==> src/hw/rtl/mctt_pkg.sv <==
// ----------------------------------------------------------------------------
// mctt_pkg
// Shared types and constants for the multi-channel tick timer: command and
// result payloads, command codes and the controller/datapath interface.
// ----------------------------------------------------------------------------
package mctt_pkg;

  localparam int unsigned CHANNELS = 16;

  // Channel index width and walk counter width (walk counter holds CHANNELS).
  localparam int unsigned CH_W  = (CHANNELS > 1) ? $clog2(CHANNELS) : 1;
  localparam int unsigned IDX_W = $clog2(CHANNELS + 1);

  localparam int unsigned MODE_W   = 3;
  localparam int unsigned CHAN_W   = 4;
  localparam int unsigned PERIOD_W = 32;
  localparam int unsigned COUNT_W  = 32;
  localparam int unsigned MASK_W   = 16;

  typedef enum logic [MODE_W-1:0] {
    MODE_TICK  = 3'd0,
    MODE_SET   = 3'd1,
    MODE_START = 3'd2,
    MODE_STOP  = 3'd3,
    MODE_ALLOC = 3'd4
  } mode_e;

  typedef struct packed {
    mode_e                 mode;
    logic [CHAN_W-1:0]     channel;
    logic [PERIOD_W-1:0]   period;
    logic                  periodic;
  } req_t;

  typedef struct packed {
    logic [MASK_W-1:0]     fired_mask;
    logic                  granted;
    logic [CHAN_W-1:0]     granted_channel;
  } rsp_t;

  // Commands from the controller to the datapath.
  typedef struct packed {
    logic            capture;
    logic            exec;
    logic            rd_en;
    logic [CH_W-1:0] rd_addr;
    logic            proc_en;
    logic [CH_W-1:0] proc_addr;
    logic            mask_clr;
    logic            finish;
  } ctrl_cmd_t;

  // Status from the datapath to the controller.
  typedef struct packed {
    logic is_tick;
    logic out_free;
  } dp_stat_t;

endpackage

==> src/hw/rtl/mctt_ram.sv <==
// ----------------------------------------------------------------------------
// mctt_ram
// Generic simple dual-port RAM: one write port, one read port with
// registered read data.
// ----------------------------------------------------------------------------
module mctt_ram #(
  parameter int unsigned WIDTH = 32,
  parameter int unsigned DEPTH = 16
) (
  input  logic                                   clk_i,
  input  logic                                   we_i,
  input  logic [((DEPTH > 1) ? $clog2(DEPTH) : 1)-1:0] waddr_i,
  input  logic [WIDTH-1:0]                       wdata_i,
  input  logic                                   re_i,
  input  logic [((DEPTH > 1) ? $clog2(DEPTH) : 1)-1:0] raddr_i,
  output logic [WIDTH-1:0]                       rdata_o
);

  logic [WIDTH-1:0] mem_q [DEPTH];
  logic [WIDTH-1:0] rdata_q;

  always_ff @(posedge clk_i) begin
    if (we_i) begin
      mem_q[waddr_i] <= wdata_i;
    end
    if (re_i) begin
      rdata_q <= mem_q[raddr_i];
    end
  end

  assign rdata_o = rdata_q;

endmodule

==> src/hw/rtl/mctt_ctrl.sv <==
// ----------------------------------------------------------------------------
// mctt_ctrl
// Controller: takes one request at a time, runs a tick as a walk over all
// channel entries and hands the result to the output register.
// ----------------------------------------------------------------------------
module mctt_ctrl (
  input  logic                clk_i,
  input  logic                rst_ni,
  input  logic                in_valid_i,
  output logic                busy_o,
  input  mctt_pkg::dp_stat_t  stat_i,
  output mctt_pkg::ctrl_cmd_t cmd_o
);

  typedef enum logic [1:0] {
    ST_IDLE,
    ST_EXEC,
    ST_WALK,
    ST_FINISH
  } state_e;

  state_e                          state_q, state_d;
  logic [mctt_pkg::IDX_W-1:0]      idx_q, idx_d;
  logic                            proc_vld_q, proc_vld_d;
  logic [mctt_pkg::CH_W-1:0]       proc_idx_q, proc_idx_d;
  logic                            busy_q;

  always_comb begin
    state_d    = state_q;
    idx_d      = idx_q;
    proc_vld_d = proc_vld_q;
    proc_idx_d = proc_idx_q;
    cmd_o      = '0;
    unique case (state_q)
      ST_IDLE: begin
        if (in_valid_i) begin
          cmd_o.capture = 1'b1;
          state_d       = ST_EXEC;
        end
      end
      ST_EXEC: begin
        if (stat_i.is_tick) begin
          // Read channel zero now; its data is processed in the first walk cycle.
          cmd_o.rd_en    = 1'b1;
          cmd_o.rd_addr  = '0;
          cmd_o.mask_clr = 1'b1;
          idx_d          = mctt_pkg::IDX_W'(1);
          proc_vld_d     = 1'b1;
          proc_idx_d     = '0;
          state_d        = ST_WALK;
        end else if (stat_i.out_free) begin
          cmd_o.exec = 1'b1;
          state_d    = ST_IDLE;
        end
      end
      ST_WALK: begin
        cmd_o.proc_en   = proc_vld_q;
        cmd_o.proc_addr = proc_idx_q;
        if (idx_q < mctt_pkg::IDX_W'(mctt_pkg::CHANNELS)) begin
          cmd_o.rd_en   = 1'b1;
          cmd_o.rd_addr = idx_q[mctt_pkg::CH_W-1:0];
          proc_vld_d    = 1'b1;
          proc_idx_d    = idx_q[mctt_pkg::CH_W-1:0];
          idx_d         = idx_q + mctt_pkg::IDX_W'(1);
        end else begin
          proc_vld_d = 1'b0;
          state_d    = ST_FINISH;
        end
      end
      ST_FINISH: begin
        if (stat_i.out_free) begin
          cmd_o.finish = 1'b1;
          state_d      = ST_IDLE;
        end
      end
      default: state_d = ST_IDLE;
    endcase
  end

  always_ff @(posedge clk_i or negedge rst_ni) begin
    if (!rst_ni) begin
      state_q    <= ST_IDLE;
      idx_q      <= '0;
      proc_vld_q <= 1'b0;
      proc_idx_q <= '0;
      busy_q     <= 1'b0;
    end else begin
      state_q    <= state_d;
      idx_q      <= idx_d;
      proc_vld_q <= proc_vld_d;
      proc_idx_q <= proc_idx_d;
      busy_q     <= (state_d != ST_IDLE);
    end
  end

  assign busy_o = busy_q;

endmodule

==> src/hw/rtl/mctt_dp.sv <==
// ----------------------------------------------------------------------------
// mctt_dp
// Datapath: request register, channel flags, count and period memories,
// allocation counter, fired mask and the output register.
// ----------------------------------------------------------------------------
module mctt_dp (
  input  logic                clk_i,
  input  logic                rst_ni,
  input  mctt_pkg::req_t      req_i,
  input  mctt_pkg::ctrl_cmd_t cmd_i,
  output mctt_pkg::dp_stat_t  stat_o,
  output logic                out_valid_o,
  input  logic                out_stall_i,
  output mctt_pkg::rsp_t      out_data_o
);

  mctt_pkg::req_t                   cmd_q;
  logic [mctt_pkg::CHANNELS-1:0]    running_q;
  logic [mctt_pkg::CHANNELS-1:0]    armed_q;
  logic [mctt_pkg::CHANNELS-1:0]    repeats_q;
  logic [mctt_pkg::IDX_W-1:0]       next_free_q;
  logic [mctt_pkg::CHANNELS-1:0]    mask_q;
  logic                             out_valid_q, out_valid_d;
  mctt_pkg::rsp_t                   out_data_q, out_data_d;

  logic [mctt_pkg::CH_W-1:0]        chi;
  logic                             ch_ok;
  logic                             do_set, do_start, do_stop, do_alloc;
  logic                             grant;
  logic [mctt_pkg::COUNT_W-1:0]     count_rdata, count_inc;
  logic [mctt_pkg::PERIOD_W-1:0]    period_rdata;
  logic                             proc_live, fire;
  logic                             count_we;
  logic [mctt_pkg::CH_W-1:0]        count_waddr;
  logic [mctt_pkg::COUNT_W-1:0]     count_wdata;

  assign chi   = cmd_q.channel[mctt_pkg::CH_W-1:0];
  assign ch_ok = {1'b0, cmd_q.channel} < (mctt_pkg::CHAN_W + 1)'(mctt_pkg::CHANNELS);
  assign grant = next_free_q < mctt_pkg::IDX_W'(mctt_pkg::CHANNELS);

  always_comb begin
    do_set   = 1'b0;
    do_start = 1'b0;
    do_stop  = 1'b0;
    do_alloc = 1'b0;
    if (cmd_i.exec) begin
      unique case (cmd_q.mode)
        mctt_pkg::MODE_SET:   do_set   = ch_ok;
        mctt_pkg::MODE_START: do_start = ch_ok && armed_q[chi];
        mctt_pkg::MODE_STOP:  do_stop  = ch_ok && armed_q[chi];
        mctt_pkg::MODE_ALLOC: do_alloc = grant;
        default: ;
      endcase
    end
  end

  // Walk step: the channel's count and period arrive from the memories.
  assign proc_live = cmd_i.proc_en && running_q[cmd_i.proc_addr];
  assign count_inc = count_rdata + mctt_pkg::COUNT_W'(1);
  assign fire      = proc_live && (count_inc >= period_rdata);

  always_comb begin
    count_we    = 1'b0;
    count_waddr = chi;
    count_wdata = '0;
    if (do_set || do_start) begin
      count_we = 1'b1;
    end else if (proc_live) begin
      count_we    = 1'b1;
      count_waddr = cmd_i.proc_addr;
      count_wdata = fire ? '0 : count_inc;
    end
  end

  mctt_ram #(
    .WIDTH (mctt_pkg::COUNT_W),
    .DEPTH (mctt_pkg::CHANNELS)
  ) u_count_ram (
    .clk_i   (clk_i),
    .we_i    (count_we),
    .waddr_i (count_waddr),
    .wdata_i (count_wdata),
    .re_i    (cmd_i.rd_en),
    .raddr_i (cmd_i.rd_addr),
    .rdata_o (count_rdata)
  );

  mctt_ram #(
    .WIDTH (mctt_pkg::PERIOD_W),
    .DEPTH (mctt_pkg::CHANNELS)
  ) u_period_ram (
    .clk_i   (clk_i),
    .we_i    (do_set),
    .waddr_i (chi),
    .wdata_i (cmd_q.period),
    .re_i    (cmd_i.rd_en),
    .raddr_i (cmd_i.rd_addr),
    .rdata_o (period_rdata)
  );

  always_ff @(posedge clk_i) begin
    if (cmd_i.capture) begin
      cmd_q <= req_i;
    end
    if (do_set) begin
      repeats_q[chi] <= cmd_q.periodic;
    end
    if (cmd_i.mask_clr) begin
      mask_q <= '0;
    end else if (fire) begin
      mask_q[cmd_i.proc_addr] <= 1'b1;
    end
    out_data_q <= out_data_d;
  end

  always_ff @(posedge clk_i or negedge rst_ni) begin
    if (!rst_ni) begin
      running_q   <= '0;
      armed_q     <= '0;
      next_free_q <= '0;
      out_valid_q <= 1'b0;
    end else begin
      if (do_set || do_stop) begin
        running_q[chi] <= 1'b0;
      end else if (do_start) begin
        running_q[chi] <= 1'b1;
      end else if (fire && !repeats_q[cmd_i.proc_addr]) begin
        running_q[cmd_i.proc_addr] <= 1'b0;
      end
      if (do_set) begin
        armed_q[chi] <= 1'b1;
      end
      if (do_alloc) begin
        next_free_q <= next_free_q + mctt_pkg::IDX_W'(1);
      end
      out_valid_q <= out_valid_d;
    end
  end

  always_comb begin
    out_valid_d = out_valid_q && out_stall_i;
    out_data_d  = out_data_q;
    if (cmd_i.exec) begin
      out_valid_d = 1'b1;
      out_data_d  = '0;
      if (do_alloc) begin
        out_data_d.granted         = 1'b1;
        out_data_d.granted_channel = mctt_pkg::CHAN_W'(next_free_q);
      end
    end else if (cmd_i.finish) begin
      out_valid_d           = 1'b1;
      out_data_d            = '0;
      out_data_d.fired_mask = mctt_pkg::MASK_W'(mask_q);
    end
  end

  assign stat_o.is_tick  = (cmd_q.mode == mctt_pkg::MODE_TICK);
  assign stat_o.out_free = !out_valid_q || !out_stall_i;
  assign out_valid_o     = out_valid_q;
  assign out_data_o      = out_data_q;

endmodule

==> src/hw/rtl/multi_channel_tick_timer.sv <==
// ----------------------------------------------------------------------------
// multi_channel_tick_timer
// Bank of tick-driven one-shot and periodic timer channels.
// ----------------------------------------------------------------------------
// One request is taken at a time and gives exactly one result. With the
// output register free, set, start, stop, allocate and unused codes are
// executed from the request register and load the result register; a tick
// reads channel zero, walks the count and period memories one channel entry
// per cycle, reading the next entry while the previous one is updated, and
// then loads the fired mask.
// While the output register still holds a result that has not been taken,
// the new result waits in the controller until it is.
// The next request is taken as soon as the block is back in its idle state,
// even while the last result is still held in the output register.
module multi_channel_tick_timer (
  input  logic           clk_i,
  input  logic           rst_ni,
  input  logic           in_valid_i,
  output logic           in_stall_o,
  input  mctt_pkg::req_t in_data_i,
  output logic           out_valid_o,
  input  logic           out_stall_i,
  output mctt_pkg::rsp_t out_data_o
);

  mctt_pkg::ctrl_cmd_t cmd;
  mctt_pkg::dp_stat_t  stat;
  logic                busy;

  mctt_ctrl u_ctrl (
    .clk_i      (clk_i),
    .rst_ni     (rst_ni),
    .in_valid_i (in_valid_i),
    .busy_o     (busy),
    .stat_i     (stat),
    .cmd_o      (cmd)
  );

  mctt_dp u_dp (
    .clk_i       (clk_i),
    .rst_ni      (rst_ni),
    .req_i       (in_data_i),
    .cmd_i       (cmd),
    .stat_o      (stat),
    .out_valid_o (out_valid_o),
    .out_stall_i (out_stall_i),
    .out_data_o  (out_data_o)
  );

  assign in_stall_o = busy;

endmodule

==> config.mk <==
export PLATFORM = sky130hd
export DESIGN_NAME = multi_channel_tick_timer
export DESIGN_NICKNAME = d
export VERILOG_FILES = /design/src/hw/rtl/mctt_pkg.sv /design/src/hw/rtl/mctt_ram.sv /design/src/hw/rtl/mctt_ctrl.sv /design/src/hw/rtl/mctt_dp.sv /design/src/hw/rtl/multi_channel_tick_timer.sv
export SDC_FILE = /design/constraint.sdc
export NUM_CORES = 2
export LEC_CHECK = 0
export ABC_AREA = 1
export BUFFER_PORTS_ARGS = -buffer_cell sky130_fd_sc_hd__buf_2
export CAP_MARGIN = 20
export CORE_ASPECT_RATIO = 0.9
export CORE_MARGIN = 2
export CORE_UTILIZATION = 40
export CTS_CLUSTER_SIZE = 12
export DETAILED_ROUTE_END_ITERATION = 6
export SYNTH_ARGS = -nofsm -noshare
export SYNTH_HDL_FRONTEND = slang
export SYNTH_SLANG_ARGS = --single-unit
export TNS_END_PERCENT = 30
==> constraint.sdc <==
create_clock -name clk_i -period 19.8 [get_ports clk_i]
set_clock_uncertainty 0.15 [all_clocks]
set_input_delay 2.97 -clock clk_i [delete_from_list [all_inputs] [get_ports clk_i]]
set_output_delay 2.97 -clock clk_i [all_outputs]
set_load 0.05 [all_outputs]
==> results.py <==
metrics = {
    "sta": {
        "setup_tns_ns": 0,
        "maxSlewViolCount": 0,
        "relSlewSlack": 0.239,
        "fin_crit_sh": 0.325,
        "setup-violations-final": 0,
        "min_period_ns": 6.43,
        "hold_ws_ns": 0.309,
        "worst_slack_ns": 13.37,
        "rsz0062_at_grt": "no",
        "worstMarginPinSlew_ns": 1.14,
        "hold_viol_final": 0,
        "fmax_mhz": 156,
    },
    "final_layout": {
        "drive_above_1_share": 0.102,
        "utilization": 0.449,
        "fillers": 11100,
        "final_common_cell": "edfxtp_1",
        "final_cell_mix": "1149 x edfxtp_1, 820 x nor2_1, 435 x o21ai_0",
        "syn_to_final_growth_pct": 11.9,
        "num-nets-final": 4118,
    },
    "power_and_ir_drop": {
        "p_leak_nw": 18.3,
        "power.density_nw_per_um2": 99.1,
        "design_power_total_mw": 5.54,
        "max-vdd-ir-drop_mv": 0.0830,
    },
    "critical_path": {
        "r2r-end": "u_dp.u_count_ram.mem_q[6][11]",
        "arrival_ns": 6.64,
        "crit_fanout": 19,
        "r2r_slack_ns": 13.98,
        "r2r-start": "u_dp.u_count_ram.rdata_o[0]",
        "startpoint_type": "primary input",
        "endpoint_kind": "register",
        "reg2reg_depth": 21,
        "required_ns": 20.01,
        "path_common_cell": "nand2_1",
        "critical_path_class": "primary input to register",
        "cp_cell_sequence": "buf_2 -> nand2_1 -> inv_1 -> nor2_1 -> nand2_2 -> inv_1 -> nor2_2 -> nand2_2 -> nand2_1 -> nand2_1 -> nand3_1 -> nor2_4 -> buf_4",
        "cp_slowest_cell": "nor2_4",
        "crit_path_max_incr_delay_ns": 0.68,
    },
    "logic_synthesis": {
        "ys_warn_count": 0,
        "syn_area_um2": 50000,
        "syn_nets": 4084,
        "synth_cells": 4000,
        "synth_cell_type_count": 46,
        "yosys_register_bits": 1232,
        "syn_avg_cell_area_um2": 12.5,
        "seq_area_frac_synth": 0.728,
    },
    "drt": {
        "routed_wirelength_mm": 131,
        "wl_per_cell_um": 22.8,
        "first_pass_iters": 6,
        "drtIter0Drc": 3437,
        "vias_per_cell": 5.54,
        "vias": 31734,
        "ant_nets": 0,
        "drc_errors": 0,
    },
    "die": {
        "initial_core_util": 0.402,
        "core-area_um2": 125000,
        "die_area_um2": 128000,
        "die_w_um": 377,
        "die_y_um": 339,
        "core.rowCount": 123,
        "io_pins": 67,
    },
    "hold_path": {
        "whs_endpoint": "u_dp.mask_q[5]",
        "hold_depth": 2,
        "min_from": "u_dp.mask_q[5]",
        "hold_path.class": "register to register",
    },
    "clock_tree": {
        "clkTransAtPathRegs_ns": 0.06,
        "cts_tree": "done",
        "clkLatencyLatePin_ns": 0.72,
        "postCtsSetupRepairBufs": 0,
        "hold_buffers": 0,
        "numClockSinks": 1232,
        "cts_max_path_buffers": 3,
        "numCtsBuffers": 121,
        "htree_levels": 3,
        "ctsResizeCount": 0,
        "cts.root.buffer_cell": "clkbuf_16",
    },
    "grt": {
        "grt_max_degree": 169,
        "grt_pass1_wl_mm": 193,
        "track_usage": 0.200,
        "overflow": 0,
        "antenna_found_initial": 7,
        "grt_pass1_vias": 29925,
    },
    "job": {
        "maxCapViolCount": 0,
    },
    "placed_design": {
        "hpwl_mm": 66.6,
        "io_buffers": 66,
        "place_ws_ns": 12.58,
        "gp_congestion": 0.873,
    },
    "status": {
        "status": "complete, no violations",
    },
}
-- critical path, delay by kind of cell --
kind,cells,cell delay [ns]
buf+inv,4,0.97
simple gates,9,2.68
-- Yosys cell counts (all sizes together) --
cell       n  area (um^2)
a31oi      1         6.26
nor4       6         37.5
clkinv     3         11.3
nor3b      6         45.0
clkbuf   174          653
inv      182          683
xor2      20          175
nand3    161          806
o221ai    20          175
o311ai   126         1100
a221oi     1         8.76
a32oi      1         8.76
buf       51          239
o21ai    471         2360
mux2i     45          450
edfxtp  1149        34500
nand4     13         81.3
nand2    292         1110
o31ai      3         22.5
and3       3         18.8
ha        40          500
nand3b     1         7.51
a21oi     38          190
o21a       1         7.51
xnor2      8         70.1
nor2     861         3250
o32ai     20          175
dfrtp     51         1280
nor2b      1         6.26
o22ai     91          569
a21o       1         7.51
or2       80          500
o211ai    22          165
o21bai     2         15.0
a22oi      4         30.0
nor3      19          105
dfxtp     32          641
-- sequential cells by signal, summed over array words and instances, names as in the netlist, 5 cells and up --
register,cells
u_dp.cmd_q,36
u_dp.running_q,16
u_dp.out_data_o,21
u_dp.next_free_q,5
u_dp.armed_q,16
u_dp.repeats_q,16
u_dp.u_count_ram.rdata_o,32
u_dp.u_period_ram.rdata_o,32
u_dp.u_period_ram.mem_q,512
u_dp.mask_q,16
u_dp.u_count_ram.mem_q,512
u_ctrl.idx_q,5
-- layer usage --
metal | vias up | part of all wire | GRT usage
li1 | 14571 | - | -
met1 | 15784 | 0.44 | 0.287
met2 | 1182 | 0.47 | 0.323
met3 | 197 | 0.069 | 0.0302
met4 | 0 | 0.019 | 0.0443
met5 | - | 0 | 0
-- how the worst max path moves through the flow --
stage,from,to,slack (ns),cells after the start
floorplan,u_ctrl.state_q[1],u_dp.u_count_ram.rdata_o[0],13.43,6
global placement,out_stall_i,u_dp.u_count_ram.mem_q[12][29],12.58,13
detailed placement,out_stall_i,u_dp.u_count_ram.mem_q[12][29],12.58,13
CTS,out_stall_i,u_dp.u_count_ram.mem_q[12][4],13.35,13
global route,out_stall_i,u_dp.u_count_ram.mem_q[12][20],13.08,13
finish,out_stall_i,u_dp.u_count_ram.mem_q[12][31],13.37,13
-- logic make-up after synthesis --
kind of cell / Yosys count / share of synthesized area
XOR/XNOR: 28 / 0.00490
AO/OA/AOI/OAI: 802 / 0.0970
AND/OR/NAND/NOR: 1443 / 0.119
flip-flops: 1232 / 0.728
adder cells (fa/ha/maj): 40 / 0.0100
multiplexers: 45 / 0.00901
buffers and inverters: 410 / 0.0317
-- report_power, final --
part           internal, mW  total (mW)  leakage (nW)  switching [mW]
clock                  1.20        2.14          1.74           0.943
sequential             2.95        3.05          10.6          0.0996
combinational        0.0808       0.351          5.87           0.270
-- through the flow --
step           cells  cell area (um^2)
6_report        5732             55900
5_1_grt         5730             55900
4_1_cts         5729             55900
3_5_place_dp    5535             52400
3_3_place_gp    5535             52400
2_1_floorplan   4000             50000
-- layout make-up --
class	instances	area (um^2)	area share
Multi-Input combinational cell	2358	12300	0.220
Antenna cell	2	5.00	0.0000895
Timing Repair Buffer	136	906	0.0162
Clock inverter	28	254	0.00454
Clock buffer	166	3330	0.0595
Sequential cell	1232	36400	0.651
Tap cell	1625	2030	0.0363
Inverter	185	708	0.0127
Note: power is estimated with default switching activity, not from simulation.
